===== src/hdl/icmp_erm_pkg.sv =====
// ----------------------------------------------------------------------------
// icmp_erm_pkg
// Shared types, header offsets and constants for the ICMP echo reply matcher.
// ----------------------------------------------------------------------------
package icmp_erm_pkg;

  // default frame byte counter width
  localparam int COUNT_BITS_DEF = 16;

  // configuration port
  localparam int ADDR_BITS = 4;
  localparam int DATA_BITS = 32;

  typedef enum logic [1:0] {
    REG_SRC_ADDR = 2'd0,
    REG_DST_ADDR = 2'd1,
    REG_IDENT    = 2'd2,
    REG_SEQUENCE = 2'd3
  } reg_idx_t;

  // header sizes in bytes
  localparam int ETH_HDR    = 14;
  localparam int IP_MIN_HDR = 20;
  localparam int ECHO_HDR   = 8;

  // byte offsets inside the frame
  localparam int OFS_TYPE_HI  = 12;
  localparam int OFS_TYPE_LO  = 13;
  localparam int OFS_VER_IHL  = 14;
  localparam int OFS_LEN_HI   = 16;
  localparam int OFS_LEN_LO   = 17;
  localparam int OFS_PROTO    = 23;
  localparam int OFS_SRC_FIRST = 26;
  localparam int OFS_SRC_LAST  = 29;
  localparam int OFS_DST_FIRST = 30;
  localparam int OFS_DST_LAST  = 33;

  // offsets inside the echo header
  localparam int ECHO_KIND   = 0;
  localparam int ECHO_CODE   = 1;
  localparam int ECHO_ID_HI  = 4;
  localparam int ECHO_ID_LO  = 5;
  localparam int ECHO_SEQ_HI = 6;
  localparam int ECHO_SEQ_LO = 7;

  // expected header values
  localparam logic [15:0] ETHERTYPE_IPV4  = 16'h0800;
  localparam logic [3:0]  IP_VERSION_4    = 4'd4;
  localparam logic [3:0]  IHL_MIN         = 4'd5;
  localparam logic [7:0]  PROTO_ICMP      = 8'd1;
  localparam logic [7:0]  ICMP_ECHO_REPLY = 8'd0;
  localparam logic [7:0]  ICMP_CODE_ZERO  = 8'd0;

  // configured match values
  typedef struct packed {
    logic [31:0] want_src_addr;
    logic [31:0] want_dst_addr;
    logic [15:0] want_ident;
    logic [15:0] want_sequence;
  } cfg_t;

  // header fields captured from the frame
  typedef struct packed {
    logic [15:0] ether_kind;
    logic [3:0]  ip_version;
    logic [3:0]  header_words;
    logic [15:0] ip_length;
    logic [7:0]  ip_protocol;
    logic [31:0] seen_src;
    logic [31:0] seen_dst;
    logic [7:0]  msg_kind;
    logic [7:0]  msg_code;
    logic [15:0] seen_ident;
    logic [15:0] seen_sequence;
  } hdr_t;

endpackage


===== src/hdl/icmp_erm_regs.sv =====
// ----------------------------------------------------------------------------
// icmp_erm_regs
// APB register bank holding the expected addresses, identifier and sequence.
// ----------------------------------------------------------------------------
module icmp_erm_regs (
  input  logic                                clk,
  input  logic                                rst,
  input  logic                                psel,
  input  logic                                penable,
  input  logic                                pwrite,
  input  logic [icmp_erm_pkg::ADDR_BITS-1:0]  paddr,
  input  logic [icmp_erm_pkg::DATA_BITS-1:0]  pwdata,
  output logic [icmp_erm_pkg::DATA_BITS-1:0]  prdata,
  output logic                                pready,
  output icmp_erm_pkg::cfg_t                  cfg
);

  icmp_erm_pkg::reg_idx_t idx;
  logic                   wr_en;

  assign idx    = icmp_erm_pkg::reg_idx_t'(paddr[3:2]);
  assign pready = 1'b1;
  assign wr_en  = psel && penable && pwrite && pready;

  // register writes
  always_ff @(posedge clk) begin
    if (rst) begin
      cfg <= '0;
    end else if (wr_en) begin
      case (idx)
        icmp_erm_pkg::REG_SRC_ADDR: cfg.want_src_addr <= pwdata;
        icmp_erm_pkg::REG_DST_ADDR: cfg.want_dst_addr <= pwdata;
        icmp_erm_pkg::REG_IDENT:    cfg.want_ident    <= pwdata[15:0];
        icmp_erm_pkg::REG_SEQUENCE: cfg.want_sequence <= pwdata[15:0];
        default: ;
      endcase
    end
  end

  // read mux
  always_comb begin
    case (idx)
      icmp_erm_pkg::REG_SRC_ADDR: prdata = cfg.want_src_addr;
      icmp_erm_pkg::REG_DST_ADDR: prdata = cfg.want_dst_addr;
      icmp_erm_pkg::REG_IDENT:    prdata = {16'd0, cfg.want_ident};
      icmp_erm_pkg::REG_SEQUENCE: prdata = {16'd0, cfg.want_sequence};
      default:                    prdata = '0;
    endcase
  end

endmodule


===== src/hdl/icmp_erm_parser.sv =====
// ----------------------------------------------------------------------------
// icmp_erm_parser
// Byte counter and header capture; presents the fields including this byte.
// ----------------------------------------------------------------------------
module icmp_erm_parser #(
  parameter int COUNT_BITS = icmp_erm_pkg::COUNT_BITS_DEF
) (
  input  logic                   clk,
  input  logic                   rst,
  input  logic                   advance,
  input  logic [7:0]             byte_in,
  input  logic                   last_in,
  output icmp_erm_pkg::hdr_t     hdr_next,
  output logic [COUNT_BITS-1:0]  byte_count
);

  localparam logic [COUNT_BITS-1:0] COUNT_MAX = {COUNT_BITS{1'b1}};

  logic [COUNT_BITS-1:0] byte_index;
  icmp_erm_pkg::hdr_t    hdr;
  logic [6:0]            base;
  logic [COUNT_BITS-1:0] pos_rel;

  // length including this byte, saturating
  assign byte_count = (byte_index == COUNT_MAX) ? COUNT_MAX : byte_index + 1'b1;

  // start of the echo header from the captured IHL
  assign base    = 7'(icmp_erm_pkg::ETH_HDR) + {1'b0, hdr.header_words, 2'b00};
  assign pos_rel = byte_index - COUNT_BITS'(base);

  // field capture at fixed and IHL-relative offsets
  always_comb begin
    hdr_next = hdr;
    if (byte_index inside {icmp_erm_pkg::OFS_TYPE_HI, icmp_erm_pkg::OFS_TYPE_LO}) begin
      hdr_next.ether_kind = {hdr.ether_kind[7:0], byte_in};
    end else if (byte_index == COUNT_BITS'(icmp_erm_pkg::OFS_VER_IHL)) begin
      hdr_next.ip_version   = byte_in[7:4];
      hdr_next.header_words = byte_in[3:0];
    end else if (byte_index inside {icmp_erm_pkg::OFS_LEN_HI, icmp_erm_pkg::OFS_LEN_LO}) begin
      hdr_next.ip_length = {hdr.ip_length[7:0], byte_in};
    end else if (byte_index == COUNT_BITS'(icmp_erm_pkg::OFS_PROTO)) begin
      hdr_next.ip_protocol = byte_in;
    end else if (byte_index inside
                 {[icmp_erm_pkg::OFS_SRC_FIRST:icmp_erm_pkg::OFS_SRC_LAST]}) begin
      hdr_next.seen_src = {hdr.seen_src[23:0], byte_in};
    end else if (byte_index inside
                 {[icmp_erm_pkg::OFS_DST_FIRST:icmp_erm_pkg::OFS_DST_LAST]}) begin
      hdr_next.seen_dst = {hdr.seen_dst[23:0], byte_in};
    end

    // echo header fields only once IHL is known
    if (byte_index > COUNT_BITS'(icmp_erm_pkg::ETH_HDR) &&
        byte_index >= COUNT_BITS'(base)) begin
      if (pos_rel == COUNT_BITS'(icmp_erm_pkg::ECHO_KIND)) begin
        hdr_next.msg_kind = byte_in;
      end else if (pos_rel == COUNT_BITS'(icmp_erm_pkg::ECHO_CODE)) begin
        hdr_next.msg_code = byte_in;
      end else if (pos_rel == COUNT_BITS'(icmp_erm_pkg::ECHO_ID_HI) ||
                   pos_rel == COUNT_BITS'(icmp_erm_pkg::ECHO_ID_LO)) begin
        hdr_next.seen_ident = {hdr.seen_ident[7:0], byte_in};
      end else if (pos_rel == COUNT_BITS'(icmp_erm_pkg::ECHO_SEQ_HI) ||
                   pos_rel == COUNT_BITS'(icmp_erm_pkg::ECHO_SEQ_LO)) begin
        hdr_next.seen_sequence = {hdr.seen_sequence[7:0], byte_in};
      end
    end
  end

  // frame state, cleared after the last byte
  always_ff @(posedge clk) begin
    if (rst) begin
      byte_index <= '0;
      hdr        <= '0;
    end else if (advance) begin
      if (last_in) begin
        byte_index <= '0;
        hdr        <= '0;
      end else begin
        byte_index <= byte_count;
        hdr        <= hdr_next;
      end
    end
  end

endmodule


===== src/hdl/icmp_erm_judge.sv =====
// ----------------------------------------------------------------------------
// icmp_erm_judge
// Checks the captured header against constants, lengths and configuration.
// ----------------------------------------------------------------------------
module icmp_erm_judge #(
  parameter int COUNT_BITS = icmp_erm_pkg::COUNT_BITS_DEF
) (
  input  icmp_erm_pkg::hdr_t     hdr,
  input  icmp_erm_pkg::cfg_t     cfg,
  input  logic [COUNT_BITS-1:0]  byte_count,
  output logic                   match
);

  logic [5:0]  hlen;
  logic [6:0]  need_frame;
  logic [6:0]  need_ip;
  logic [16:0] ip_plus_eth;
  logic        len_ok;
  logic        hdr_ok;
  logic        id_ok;

  assign hlen        = {hdr.header_words, 2'b00};
  assign need_frame  = 7'(icmp_erm_pkg::ETH_HDR + icmp_erm_pkg::ECHO_HDR) + {1'b0, hlen};
  assign need_ip     = 7'(icmp_erm_pkg::ECHO_HDR) + {1'b0, hlen};
  assign ip_plus_eth = {1'b0, hdr.ip_length} + 17'(icmp_erm_pkg::ETH_HDR);

  // length bounds
  assign len_ok = (byte_count >= COUNT_BITS'(icmp_erm_pkg::ETH_HDR + icmp_erm_pkg::IP_MIN_HDR
                                             + icmp_erm_pkg::ECHO_HDR))
               && (byte_count >= COUNT_BITS'(need_frame))
               && (hdr.ip_length >= 16'(need_ip))
               && (ip_plus_eth <= 17'(byte_count));

  // protocol constants
  assign hdr_ok = (hdr.ether_kind == icmp_erm_pkg::ETHERTYPE_IPV4)
               && (hdr.ip_version == icmp_erm_pkg::IP_VERSION_4)
               && (hdr.header_words >= icmp_erm_pkg::IHL_MIN)
               && (hdr.ip_protocol == icmp_erm_pkg::PROTO_ICMP)
               && (hdr.msg_kind == icmp_erm_pkg::ICMP_ECHO_REPLY)
               && (hdr.msg_code == icmp_erm_pkg::ICMP_CODE_ZERO);

  // configured addresses, identifier and sequence
  assign id_ok = (hdr.seen_src == cfg.want_src_addr)
              && (hdr.seen_dst == cfg.want_dst_addr)
              && (hdr.seen_ident == cfg.want_ident)
              && (hdr.seen_sequence == cfg.want_sequence);

  assign match = len_ok && hdr_ok && id_ok;

endmodule


===== src/hdl/icmp_echo_reply_matcher_top.sv =====
// ----------------------------------------------------------------------------
// icmp_echo_reply_matcher_top
// Streams an Ethernet frame a byte at a time and flags an expected echo reply.
// ----------------------------------------------------------------------------
//   channel   handshake                  payload
//   rx        in_valid / in_ready        rx_byte, end_of_frame
//   result    out_valid / out_ready      is_match (one per frame, on last byte)
//   config    psel/penable/pwrite/pready paddr, pwdata, prdata
//
// One byte is accepted every cycle while in_ready is high; the last byte of a
// frame passes the input register, then its result is held in the result register.
// Header capture and all compares sit between those two registers.
// in_ready drops only while a last byte waits on a result not yet taken.
// rst is synchronous and clears the frame state, the valid flags and the configuration registers.
// ----------------------------------------------------------------------------
module icmp_echo_reply_matcher_top #(
  parameter int COUNT_BITS = icmp_erm_pkg::COUNT_BITS_DEF
) (
  input  logic                                clk,
  input  logic                                rst,
  input  logic                                psel,
  input  logic                                penable,
  input  logic                                pwrite,
  input  logic [icmp_erm_pkg::ADDR_BITS-1:0]  paddr,
  input  logic [icmp_erm_pkg::DATA_BITS-1:0]  pwdata,
  output logic [icmp_erm_pkg::DATA_BITS-1:0]  prdata,
  output logic                                pready,
  input  logic                                in_valid,
  output logic                                in_ready,
  input  logic [7:0]                          rx_byte,
  input  logic                                end_of_frame,
  output logic                                out_valid,
  input  logic                                out_ready,
  output logic                                is_match
);

  icmp_erm_pkg::cfg_t    cfg;
  icmp_erm_pkg::hdr_t    hdr_next;
  logic [COUNT_BITS-1:0] byte_count;
  logic                  in_q_valid;
  logic [7:0]            in_q_byte;
  logic                  in_q_eof;
  logic                  adv;
  logic                  match;

  // configuration registers
  icmp_erm_regs u_regs (
    .clk     (clk),
    .rst     (rst),
    .psel    (psel),
    .penable (penable),
    .pwrite  (pwrite),
    .paddr   (paddr),
    .pwdata  (pwdata),
    .prdata  (prdata),
    .pready  (pready),
    .cfg     (cfg)
  );

  // input stage moves on unless a last byte meets a full result register that is not being taken
  assign adv      = in_q_valid && (!in_q_eof || !out_valid || out_ready);
  assign in_ready = !in_q_valid || adv;

  // input register
  always_ff @(posedge clk) begin
    if (rst) begin
      in_q_valid <= 1'b0;
    end else if (in_valid && in_ready) begin
      in_q_valid <= 1'b1;
    end else if (adv) begin
      in_q_valid <= 1'b0;
    end
  end

  always_ff @(posedge clk) begin
    if (in_valid && in_ready) begin
      in_q_byte <= rx_byte;
      in_q_eof  <= end_of_frame;
    end
  end

  // header capture and byte count
  icmp_erm_parser #(
    .COUNT_BITS (COUNT_BITS)
  ) u_parser (
    .clk        (clk),
    .rst        (rst),
    .advance    (adv),
    .byte_in    (in_q_byte),
    .last_in    (in_q_eof),
    .hdr_next   (hdr_next),
    .byte_count (byte_count)
  );

  // match decision
  icmp_erm_judge #(
    .COUNT_BITS (COUNT_BITS)
  ) u_judge (
    .hdr        (hdr_next),
    .cfg        (cfg),
    .byte_count (byte_count),
    .match      (match)
  );

  // result register
  always_ff @(posedge clk) begin
    if (rst) begin
      out_valid <= 1'b0;
    end else if (adv && in_q_eof) begin
      out_valid <= 1'b1;
    end else if (out_ready) begin
      out_valid <= 1'b0;
    end
  end

  always_ff @(posedge clk) begin
    if (adv && in_q_eof) begin
      is_match <= match;
    end
  end

  // a waiting result is never overwritten
  assert property (@(posedge clk) disable iff (rst)
    (out_valid && !out_ready) |-> !(adv && in_q_eof))
    else $error("result register overwritten");

  // backpressure only from a last byte held in the input stage
  assert property (@(posedge clk) disable iff (rst)
    !in_ready |-> (in_q_valid && in_q_eof))
    else $error("input stalled without a pending last byte");

  // every finished frame yields a result
  assert property (@(posedge clk) disable iff (rst)
    (adv && in_q_eof) |=> out_valid)
    else $error("frame end produced no result");

endmodule


===== config.mk =====
export PLATFORM = sky130hd
export DESIGN_NAME = icmp_echo_reply_matcher_top
export DESIGN_NICKNAME = d
export VERILOG_FILES = /design/src/hdl/icmp_erm_pkg.sv /design/src/hdl/icmp_erm_regs.sv /design/src/hdl/icmp_erm_parser.sv /design/src/hdl/icmp_erm_judge.sv /design/src/hdl/icmp_echo_reply_matcher_top.sv
export SDC_FILE = /design/constraint.sdc
export NUM_CORES = 1
export LEC_CHECK = 0
export BUFFER_PORTS_ARGS = -buffer_cell sky130_fd_sc_hd__buf_4
export CAP_MARGIN = 5
export CELL_PAD_IN_SITES_DETAIL_PLACEMENT = 1
export CELL_PAD_IN_SITES_GLOBAL_PLACEMENT = 1
export CORE_UTILIZATION = 29
export CTS_CLUSTER_DIAMETER = 150
export DETAILED_ROUTE_END_ITERATION = 8
export PLACE_DENSITY = 0.53
export SLEW_MARGIN = 0
export SYNTH_ARGS = -nofsm -noshare
export SYNTH_HDL_FRONTEND = slang
export SYNTH_SLANG_ARGS = --single-unit

===== constraint.sdc =====
create_clock -name clk -period 4.53 [get_ports clk]
set_input_delay 0.2265 -clock clk [delete_from_list [all_inputs] [get_ports clk]]
set_output_delay 0.2265 -clock clk [all_outputs]
set_load 0.1 [all_outputs]

### Word-level counts from Yosys, hierarchy flattened

Index checks and enable logic that the tools add are counted.

* flip-flop bits (word level): 284
* input bits: 52
* output and inout bits: 36
* word-level logic and storage cells: 128

* $add $sub $neg: 6
* $lt $le $gt $ge: 11
* eq/ne operators: 22
* muxes and demuxes: 27
* reductions and logical operators: 41

Operator list (number)
* 160-bit 2-to-1 mux: 1
* 32-bit 2-to-1 mux: 4
* 32-bit case mux with 4 select lines: 1
* 16-bit 2-to-1 mux: 7
* 96-bit 2-to-1 mux: 1
* 88-bit 2-to-1 mux: 1
* 72-bit 2-to-1 mux: 1
* 16-bit by 3-bit equality test with 1-bit output (second input constant): 4
* 32-bit equality test: 2
* 64-bit 2-to-1 mux: 1
* 16-bit by 4-bit equality test with 1-bit output (second input constant): 3
* 16-bit by 5-bit equality test with 1-bit output (second input constant): 3
* 16-bit by 7-bit greater-or-equal comparator with 1-bit output: 3
* 48-bit 2-to-1 mux: 1
* 40-bit 2-to-1 mux: 1
* 16-bit equality test: 2
* 16-bit by 5-bit greater-or-equal comparator with 1-bit output (second input constant): 2
* 8-bit 2-to-1 mux: 4
* 1-bit logical AND: 21
* 16-bit by 4-bit adder with 17-bit output (second input constant): 1
* 17-bit by 16-bit less-or-equal comparator with 1-bit output: 1
* 16-bit by 1-bit adder with 16-bit output (second input constant): 1
* 16-bit by 1-bit equality test with 1-bit output (second input constant): 1
* 16-bit by 12-bit equality test with 1-bit output (second input constant): 1
* 21 further kinds: 39

### Logic depth before layout (Yosys ltp)

Gate-level depths: netlist of the first run.

* word-level depth: 16
* depth in mapped cells: 23
* depth with buffers taken out: 22

### Cells and area by module

From an unflattened synthesis of the first run, not the netlist that was laid out.

* cells, all modules: 1658
* area, all modules: 16214.3 sq um

Modules (own cells, without submodules)
* icmp_erm_parser: times used 1, cells an instance 941, area an instance 9054.9 sq um, sequential area each 3523.4 sq um
* icmp_erm_regs: times used 1, cells an instance 409, area an instance 4564.4 sq um, sequential area each 1921.8 sq um
* icmp_erm_judge: times used 1, cells an instance 286, area an instance 2190.9 sq um, sequential area each 0.0 sq um
* icmp_echo_reply_matcher_top: times used 1, cells an instance 22, area an instance 404.1 sq um, sequential area each 340.3 sq um

### Worst setup path before layout of the first run

No wires, ideal clock.

* path kind: register -> register
* start: register u_parser.byte_index[1]
* end: register is_match (data pin)
* setup time: 134 ps
* data arrival time: 4201 ps
* required time: 4396 ps
* path slack: 195 ps
* cell stages (with the launch flop): 20
* buffers on the path: 1
* clock period less this slack: 4335 ps
* cells stage by stage: dfxtp_1 -> inv_1 -> ha_1 -> nor2_1 -> nor3_1 -> nand3_1 -> clkbuf_1 -> a21oi_1 -> ha_1 -> a21oi_1 -> and3b_1 -> nand2_1 -> xor2_1 -> ha_1 -> a2111oi_0 -> o2111ai_1 -> a21oi_1 -> nand4_1 -> nor4_1 -> and4_1

* cells in the longest elaborated chain, start to end: 13
* elaborated cells between the ends (all ways): 78
* those cells by class: 5 x add/sub; 11 x order compare; 19 x eq/ne; 20 x mux; 23 x reduce/logical

RTL lines
* from (decl): RTL line icmp_erm_parser.sv:19 `logic [COUNT_BITS-1:0] byte_index;`
* from (signal assigned): RTL line icmp_erm_parser.sv:78 `byte_index <= byte_count;`
* parallel branches: the longest is 12 deep, another holds 16-bit by 4-bit adder with 17-bit output
* 1-bit logical AND *: RTL line icmp_erm_judge.sv:48 `assign match = len_ok && hdr_ok && id_ok;`
* via match: RTL line icmp_echo_reply_matcher_top.sv:44 `logic match;`
* to (signal assigned): RTL line icmp_echo_reply_matcher_top.sv:118 `is_match <= match;`
* to (decl): RTL line icmp_echo_reply_matcher_top.sv:34 `output logic is_match`

Mark *: on every way through the listed nets, which the timed path passes.
A chain may end at the register's enable or synchronous reset.

### Final worst setup path of the first run

* start: register u_parser.hdr[137] in the netlist's numbering
* end: register is_match (data pin)

* cells in the longest elaborated chain, start to end: 12
* elaborated cells between the ends (all ways): 42
* those cells by class: 4 x add/sub; 4 x order compare; 7 x eq/ne; 10 x mux; 17 x reduce/logical

RTL lines
* from (decl): RTL line icmp_erm_parser.sv:20 `icmp_erm_pkg::hdr_t hdr;`
* from (signal assigned): RTL line icmp_erm_parser.sv:79 `hdr <= hdr_next;`
* 4-bit by 6-bit adder with 7-bit output: RTL line icmp_erm_parser.sv:28 `assign base = 7'(icmp_erm_pkg::ETH_HDR) + {1'b0, hdr.header_words, 2'b00};`
* 16-bit by 7-bit subtractor with 16-bit output: RTL line icmp_erm_parser.sv:29 `assign pos_rel = byte_index - COUNT_BITS'(base);`
* 16-bit by 3-bit equality test with 1-bit output (on tied branches)
* 1-bit logical OR (on tied branches): RTL line icmp_erm_parser.sv:61, icmp_erm_parser.sv:58
* 16-bit 2-to-1 mux (on tied branches): RTL line icmp_erm_parser.sv:61, icmp_erm_parser.sv:58
* 16-bit 2-to-1 mux / 32-bit 2-to-1 mux (equally long branches): RTL line icmp_erm_parser.sv:58, icmp_erm_parser.sv:56
* 32-bit 2-to-1 mux / 40-bit 2-to-1 mux (equally long branches): RTL line icmp_erm_parser.sv:56, icmp_erm_parser.sv:54
* 40-bit 2-to-1 mux / 48-bit 2-to-1 mux (equally long branches): RTL line icmp_erm_parser.sv:54, icmp_erm_parser.sv:52
* 48-bit 2-to-1 mux / 16-bit equality test (equally long branches): RTL line icmp_erm_parser.sv:52, icmp_erm_judge.sv:45
* 16-bit equality test / 1-bit logical AND (equally long branches): RTL line icmp_erm_judge.sv:46, icmp_erm_judge.sv:45
* 1-bit logical AND: RTL line icmp_erm_judge.sv:46 `&& (hdr.seen_sequence == cfg.want_sequence);`
* 1-bit logical AND *: RTL line icmp_erm_judge.sv:48
* via match: RTL line icmp_echo_reply_matcher_top.sv:44

Mark *: on every way through the listed nets, which the timed path passes. The rest lies on a longest branch.

==> results of run 1 <==
==> registers in the layout, indices dropped and copies added (netlist names) <==
| register | flops |
|---|---|
| in_q_eof | 1 |
| u_parser.hdr | 160 |
| in_q_byte | 8 |
| u_parser.byte_index | 16 |
| is_match | 1 |
| out_valid | 1 |
| u_regs.cfg | 96 |
| in_q_valid | 1 |
==> final cells by class <==
class | count | area share
Multi-Input combinational cell | 1454 | 0.4782
Tap cell | 688 | 0.04501
Sequential cell | 284 | 0.3025
Clock buffer | 58 | 0.05889
Inverter | 80 | 0.01570
Timing Repair Buffer | 213 | 0.09153
Clock inverter | 9 | 0.008113
==> what timing repair did <==
action,CTS,global route
setup endpoints to repair,1,1
resized for setup,2,16
pin swaps,0,1
hold buffers,43,0
hold endpoints to repair,107,0
==> cell usage after synthesis, drive strengths merged (10+ instances only) <==
master / instances / area (sq um)
a22oi: 170 / 1276
clkbuf: 115 / 431.7
nand4: 27 / 168.9
mux4: 16 / 360.4
buf: 17 / 90.08
ha: 43 / 538.0
and3: 10 / 62.56
nor2: 270 / 1013
xnor2: 56 / 490.5
edfxtp: 10 / 300.3
a31oi: 13 / 81.33
o22ai: 17 / 106.4
nor4: 31 / 209.0
inv: 80 / 300.3
nand2: 245 / 919.6
a21oi: 159 / 795.8
xor2: 67 / 586.8
nor3: 33 / 165.2
o21ai: 50 / 250.2
nand3: 38 / 190.2
dfxtp: 274 / 5485
mux2i: 57 / 570.6
nand2b: 12 / 75.07
==> cells by family after synthesis <==
group | after synthesis | share of synthesized area
and+or+nand+nor | 723 | 0.2067
AOI/OAI and AO/OA | 484 | 0.2025
DFF | 284 | 0.3697
buffers and inverters | 212 | 0.05253
xor gates and xnor gates | 123 | 0.06884
muxes | 79 | 0.06380
adders and majority gates | 44 | 0.03566
other | 1 | 0.0002396
==> cells in the final DEF (no fill, tap or decap), types with 38 or more instances in the layout <==
cell type / n
a21oi_1: 155
mux2i_1: 57
nor2_1: 268
o21ai_0: 40
ha_1: 41
buf_4: 166
dfxtp_1: 274
a22oi_1: 170
dlygate4sd3_1: 43
nand2_1: 245
xnor2_1: 56
inv_1: 80
clkbuf_16: 38
xor2_1: 67
==> power by group <==
group | internal (uW) | switching, uW
registers | 2530 | 35.3
logic | 130 | 259
clock network | 1890 | 1200
total | 4550 | 1500
==> metrics by stage <==
| stage | setup TNS (ns) | hold slack (ns) | total power (uW) | util | std cells |
|---|---|---|---|---|---|
| after detailed placement | -0.01834 | 0.4069 | 2981 | 0.3272 | 2676 |
| after global routing | -0.01971 | 0.3745 | 6239 | 0.3610 | 2786 |
| after CTS | 0 | 0.3171 | 6132 | 0.3596 | 2786 |
| after global placement | 0 | 0.4068 | 2979 | 0.3272 | 2676 |
| final | 0 | 0.3000 | 6043 | 0.3610 | 2786 |
| after floorplan | 0 | 0.3254 | 2799 | - | 1950 |
==> routing by layer <==
layer  global-route usage  up-vias  part of all wire
met5                    0        -                 0
met4              0.07298        0             0.029
met3              0.02772       86             0.032
met2               0.4060      284              0.48
met1               0.3146     7695              0.46
li1                     -     7175                 -
==> worst min path at each step <==
stage,cells after the start,end,from
floorplan,0,in_q_byte[0]$_DFFE_PP_,rx_byte[0]
global placement,1,in_q_eof$_DFFE_PP_,end_of_frame
global route,2,u_parser.hdr[148]$_SDFFE_PP0P_,rst
finish,2,u_parser.hdr[157]$_SDFFE_PP0P_,rst
CTS,2,u_parser.hdr[157]$_SDFFE_PP0P_,rst
detailed placement,1,in_q_byte[2]$_DFFE_PP_,rx_byte[2]
==> critical path, cell delays in order, from the launching register on <==
cell	delay [ns]
dfxtp_1	0.35
inv_1	0.07
ha_1	0.19
nand3b_1	0.19
ha_2	0.46
inv_1	0.12
o21ai_0	0.26
nor3b_2	0.29
o2111ai_4	0.23
nand4bb_4	0.31
buf_12	0.19
or4_1	0.54
a211oi_1	0.25
nand4_1	0.10
nor4_1	0.29
and4_1	0.22
==> summary.txt, run 1 <==
Run status
  • Status: finished, final reports clean

Worst setup path
  • RR Endpoint: is_match$_DFFE_PP_
  • Crit path required time: ~5.0 ns
  • Setup slack, reg-to-reg: approximately 0.32 ns
  • Worst r2r src: u_parser.hdr[137]$_SDFFE_PP0P_
  • Critical path arrival: ~4.6 ns
  • Critical path type: flop to flop
  • Startpoint Class: flop
  • Setup crit end kind: flop
  • CP Launch Point: u_parser.hdr[137]$_SDFFE_PP0P_
  • Worst-path maximum fanout: 21
  • Reg2Reg Depth: 15
  • CP endpoint: is_match$_DFFE_PP_

Job
  • Max Cap Violations: 0

Global routing
  • First-pass GRT wire length: approximately 99000 um
  • Grt total ovfl: 0
  • GR Util All Layers: 0.2388
  • Vias in the first global route: 15490
  • Antenna violations before repair: 0
  • Largest net degree at the start of global routing: about 130

Synthesis
  • Syn nets: 2046
  • Distinct cells, synth: 71
  • Sequential area share after synthesis: 0.3697
  • Synth Cell Area: between 15000 and 20000 sq um
  • Top FF cell, synth: dfxtp_1
  • Flops & latches, synth: roughly 280
  • Mean area per synthesized cell: 8.026 sq um
  • Post-synth EDFFs: 10
  • Asr flop ratio synth: 0
  • Synth Instances: around 2000
  • Yosys warnings: 0

Timing
  • Final setup violation count: 0
  • PnR worst setup slack: 0.3160 ns
  • Pins over their slew limit: 0
  • Final Hold Fails: 0
  • Worst slew pin tran: 1.167 ns
  • Max_slew headroom: 0.2168
  • Tmin final: 4.214 ns
  • Max Freq: 0.2373 GHz
  • Clock Skew: between 0.02 and 0.03 ns
  • Tcrit/Tclk final: 0.9302

Layout
  • Area growth from synthesis to layout: 22.19%
  • Nets: between 2000 and 2500
  • Seq. cell area: around 5800 sq um
  • Antenna cells: 0
  • Multi-input logic area: about 9000 sq um
  • Layout Cell Area excl Fill: approximately 19000 sq um
  • Share of cells above drive strength 1: 0.1316
  • Fill cells: between 6000 and 7000

Drt
  • DRC violations left: 0
  • WL final: around 65000 um
  • Routed vias: 15240
  • DRT iter0 DRCs: between 800 and 900
  • Pre-antenna DRT Iters: 5
  • Routed WL per cell: around 23 um
  • Antenna Nets Post-Route: 0
  • Vias per cell: 5.470

Die
  • Die Width: around 230 um
  • Die ar.: between 50000 and 60000 sq um
  • I/O pins: a little under 90
  • Core region area: 52970 sq um
  • Chip Height: 234.3 um
  • Num rows: 84
  • Initial core utilization: 0.2954

Placed design
  • Placement-stage cell area: about 17000 sq um
  • Dpl hpwl: between 40000 and 50000 um
  • RePlAce Congestion: about 0.85
  • PortBufs: 84
  • DP Worst Slack: -0.01834 ns

Clock tree
  • H-tree Lvls: 2
  • TritonCTS buffer count: 37
  • Worst-Skew Late Latency: between 0.5 and 0.6 ns
  • Clock Path Buffers: 3
  • Setup bufs post-CTS: 0
  • CTS clk-pin slew, worst paths: 0.06 ns
  • CTS sink count: 284
  • TritonCTS clock tree: yes
  • CTS root buffer: clkbuf_16

Pwr
  • Static leakage: 0.007208 uW
  • Pwr/cell area: 316.0 nW/um^2
  • Max rail drop VDD: 0.2380 mV

Min path
  • HP Class: input port to flop
Note: power is estimated with default switching activity, not from simulation.
==> inputs of run 2 (changes only) <==
Settings changed: ABC_AREA set to 1, PLACE_DENSITY 0.53 to 0.56.
==> summary.txt, run 2 <==
Run status
  • Status: finished, final reports clean

Synthesis
  • Flops & latches, synth: 284 (unchanged)
  • Synth Instances: 2723 (+40%)
  • Asr flop ratio synth: 0 (unchanged)
  • Yosys warnings: 0 (unchanged)
  • Distinct cells, synth: 51 (-28%)
  • Top cells by count, synth: nand2_1 (895), inv_1 (316), dfxtp_1 (274), a21oi_1 (249), nor2_1 (221)
  • Syn nets: 2820 (+38%)
  • Sequential area share after synthesis: 0.3387 (-0.03095)
  • Most common cell in the netlist: nand2_1
  • Top FF cell, synth: dfxtp_1
  • Synth top area cells: dfxtp_1 (32%), nand2_1 (20%), a21oi_1 (7.3%), inv_1 (6.9%), nor2_1 (4.9%)
  • Post-synth EDFFs: 10 (unchanged)
  • Post-synth top area cell: dfxtp_1
  • Synth Cell Area: 17080 sq um (+9.1%)
  • Area share of the largest cell type after synthesis: 0.3211 (-0.02935)
  • Mean area per synthesized cell: 6.273 sq um (-22%)

Clock tree
  • TritonCTS clock tree: yes
  • CTS sink count: 284 (unchanged)
  • CTS root buffer: clkbuf_16
  • TritonCTS buffer count: 38 (+2.7%)
  • CTS clk-pin slew, worst paths: 0.06 ns (about the same)
  • Worst-Skew Late Latency: 0.57 ns (about the same)
  • Clock Path Buffers: 3 (unchanged)
  • H-tree Lvls: 2 (unchanged)

Placed design
  • Dpl hpwl: 49960 um (+4.9%)
  • PortBufs: 84 (unchanged)
  • DP Cell Count: 3497 (+31%)
  • RePlAce Congestion: 0.8661 (+2.1%)

Worst setup path
  • Worst-path maximum fanout: 18 (-14%)
  • Setup slack, reg-to-reg: 0.40 ns (+0.08 ns)
  • Reg2Reg Depth: 24 (+9)
  • Worst r2r src: u_parser.hdr[136]$_SDFFE_PP0P_
  • Critical path type: flop to flop
  • Crit path required time: 4.95 ns (about the same)
  • RR Endpoint: is_match$_DFFE_PP_
  • Startpoint Class: flop
  • Critical path arrival: 4.55 ns (-0.08 ns)
  • Setup crit end kind: flop

Drt
  • WL final: 70230 um (+7.3%)
  • Routed vias: 18090 (+19%)
  • DRC violations left: 0 (unchanged)
  • Vias per cell: 5.020 (-8.2%)
  • Pre-antenna DRT Iters: 5 (unchanged)
  • Antenna Nets Post-Route: 0 (unchanged)
  • DRT iter0 DRCs: 890 (-0.11%)
  • Routed WL per cell: 19.49 um (-17%)

Layout
  • Post-Layout Cell Count: 3603 (+29%)
  • Biggest regs: u_parser.hdr x160, u_regs.cfg x96, u_parser.byte_index x16
  • Share of cells above drive strength 1: 0.09408 (-0.03747)
  • Final core occ: 0.3481 (-0.01293)
  • Commonest non-fill, non-tap cells in the layout: nand2_1 (893), inv_1 (314), dfxtp_1 (272)
  • Most flop-heavy register: u_parser.hdr
  • Most common cell after layout, fill and taps aside: nand2_1
  • Antenna cells: 0 (unchanged)
  • Area growth from synthesis to layout: 18.03%
  • Max reg flops: 160 (unchanged)
  • Nets: 2910 (+34%)

Pwr
  • Static leakage: 0.008599 uW (+19%)
  • Max rail drop VDD: 0.2226 mV (-6.5%)
  • Pwr/cell area: 296.9 nW/um^2 (-6.1%)
  • Tot Pwr: 5985 uW (-0.96%)

Die
  • Initial core utilization: 0.2949 (-0.0005315)
  • Num rows: 88 (+4.8%)
  • Die Width: 244.7 um (+4.4%)
  • Core region area: 57920 sq um (+9.3%)
  • I/O pins: 88 (unchanged)
  • Die ar.: 59870 sq um (+9.1%)
  • Chip Height: 244.7 um (+4.4%)

Timing
  • Clock Skew: 0.02268 ns (-0.004220 ns)
  • RSZ-0062 raised after global routing: false
  • Final setup violation count: 0 (unchanged)
  • Max_slew headroom: 0.2923 (+0.07548)
  • Worst slew pin tran: 1.060 ns (-0.1066 ns)
  • Final Hold Fails: 0 (unchanged)
  • Tmin final: 4.130 ns (-0.08394 ns)
  • Max Freq: 0.2421 GHz (+2.0%)
  • Tcrit/Tclk final: 0.9117 (-0.01853)
  • Setup TNS: 0 ns (unchanged)
  • Pins over their slew limit: 0 (unchanged)

Job
  • Max Cap Violations: 0 (unchanged)

Global routing
  • Antenna violations before repair: 1 (+1)
  • Largest net degree at the start of global routing: 144 (+12%)
  • Grt total ovfl: 0 (unchanged)
  • First-pass GRT wire length: 108000 um (+9.3%)
  • GR Util All Layers: 0.2337 (-0.005152)
  • Vias in the first global route: 18230 (+18%)

Min path
  • HP Class: input port to flop
  • Hold path depth: 3 (+1)
  • WHS Endpoint: u_regs.cfg[7]$_SDFFE_PP0P_
  • HP Start: pwdata[7]
==> run 2: cell count changes after synthesis, sizes merged, moves of 91 or more <==
cell	change
a22oi	-170
a21oi	+91
nand3	+92
nand2	+658
o21ai	+165
inv	+254
==> run 2: metrics by stage <==
stage	instance area [sq um]	hold slack, ns	setup WS (ns)
finish	20160	0.03564	0.3999
global route	20160	0.02373	0.003471
CTS	20070	0.001163	0.09397
detailed placement	18530	0.4069	0.1258
global placement	18530	0.4053	0.2264
floorplan	17080	0.3254	0.6591
==> run 2: per-layer routing <==
layer / up-vias / GRT usage / share of wire
li1: 8930 / - / -
met1: 8855 / 0.3040 / 0.46
met2: 238 / 0.4094 / 0.49
met3: 65 / 0.02908 / 0.032
met4: 0 / 0.05092 / 0.019
met5: - / 0 / 0
==> run 2: final cells by class <==
class,count,area (sq um)
multi-input cells,1972,9483
flip-flops and latches,284,5788
repair buffers,179,1485
clock inverters,9,125.1
well taps,765,957.2
clock buffers,56,1049
fillers,7564,37760
inverters,338,1272
==> run 2: worst max-delay path, stage by stage (launching register included) <==
cell     delay [ns]
dfxtp_2        0.43
inv_1          0.07
ha_1           0.22
nor2_1         0.11
nand2_1        0.10
ha_1           0.44
nand2_1        0.12
nor2_1         0.16
nand3_1        0.12
nand3_1        0.15
nand2_1        0.06
nand2_1        0.06
nand3_1        0.12
nor2_4         0.27
buf_4          0.18
nand3_4        0.22
nand2_1        0.16
nand2_1        0.16
nand2_1        0.10
nand2_1        0.05
nor2_1         0.20
nand2_1        0.09
nor2_1         0.17
nand3_1        0.11
nor2_1         0.11
==> run 2: kinds of logic after synthesis <==
logic type / count (synthesis) / share of synthesized area
AO/OA/AOI/OAI: 556 / 0.1763
buffers and inverters: 467 / 0.1101
XOR/XNOR: 32 / 0.01641
other: 1 / 0.0002196
AND/OR/NAND/NOR: 1338 / 0.3248
flip-flops: 284 / 0.3387
adder cells (fa/ha/maj): 45 / 0.03340
==> run 2: power by group <==
group | leakage (uW) | internal, uW | switching (uW)
combinational | 0.00572 | 122 | 332
sequential | 0.00231 | 2540 | 26.4
clock | 0.000572 | 1720 | 1240
total | 0.00860 | 4380 | 1600
==> run 2: timing repair <==
action | in CTS | in global routing
setup buffers | 0 | 4
gates resized for setup | 0 | 15
hold buffers | 37 | 0
endpoints found under the setup margin | 0 | 1
endpoints found under the hold margin | 75 | 0
==> run 2: how the worst max path moves through the flow <==
| stage | slack [ns] | from | endpoint |
|---|---|---|---|
| after floorplan | 0.66 | u_parser.byte_index[1]$_SDFFE_PP0P_ | is_match$_DFFE_PP_ |
| after global placement | 0.23 | u_parser.byte_index[0]$_SDFFE_PP0P_ | is_match$_DFFE_PP_ |
| after detailed placement | 0.13 | u_parser.byte_index[0]$_SDFFE_PP0P_ | is_match$_DFFE_PP_ |
| after CTS | 0.09 | u_parser.byte_index[0]$_SDFFE_PP0P_ | is_match$_DFFE_PP_ |
| after global routing | 0.003 | u_parser.byte_index[1]$_SDFFE_PP0P_ | is_match$_DFFE_PP_ |
| final | 0.40 | u_parser.hdr[136]$_SDFFE_PP0P_ | is_match$_DFFE_PP_ |
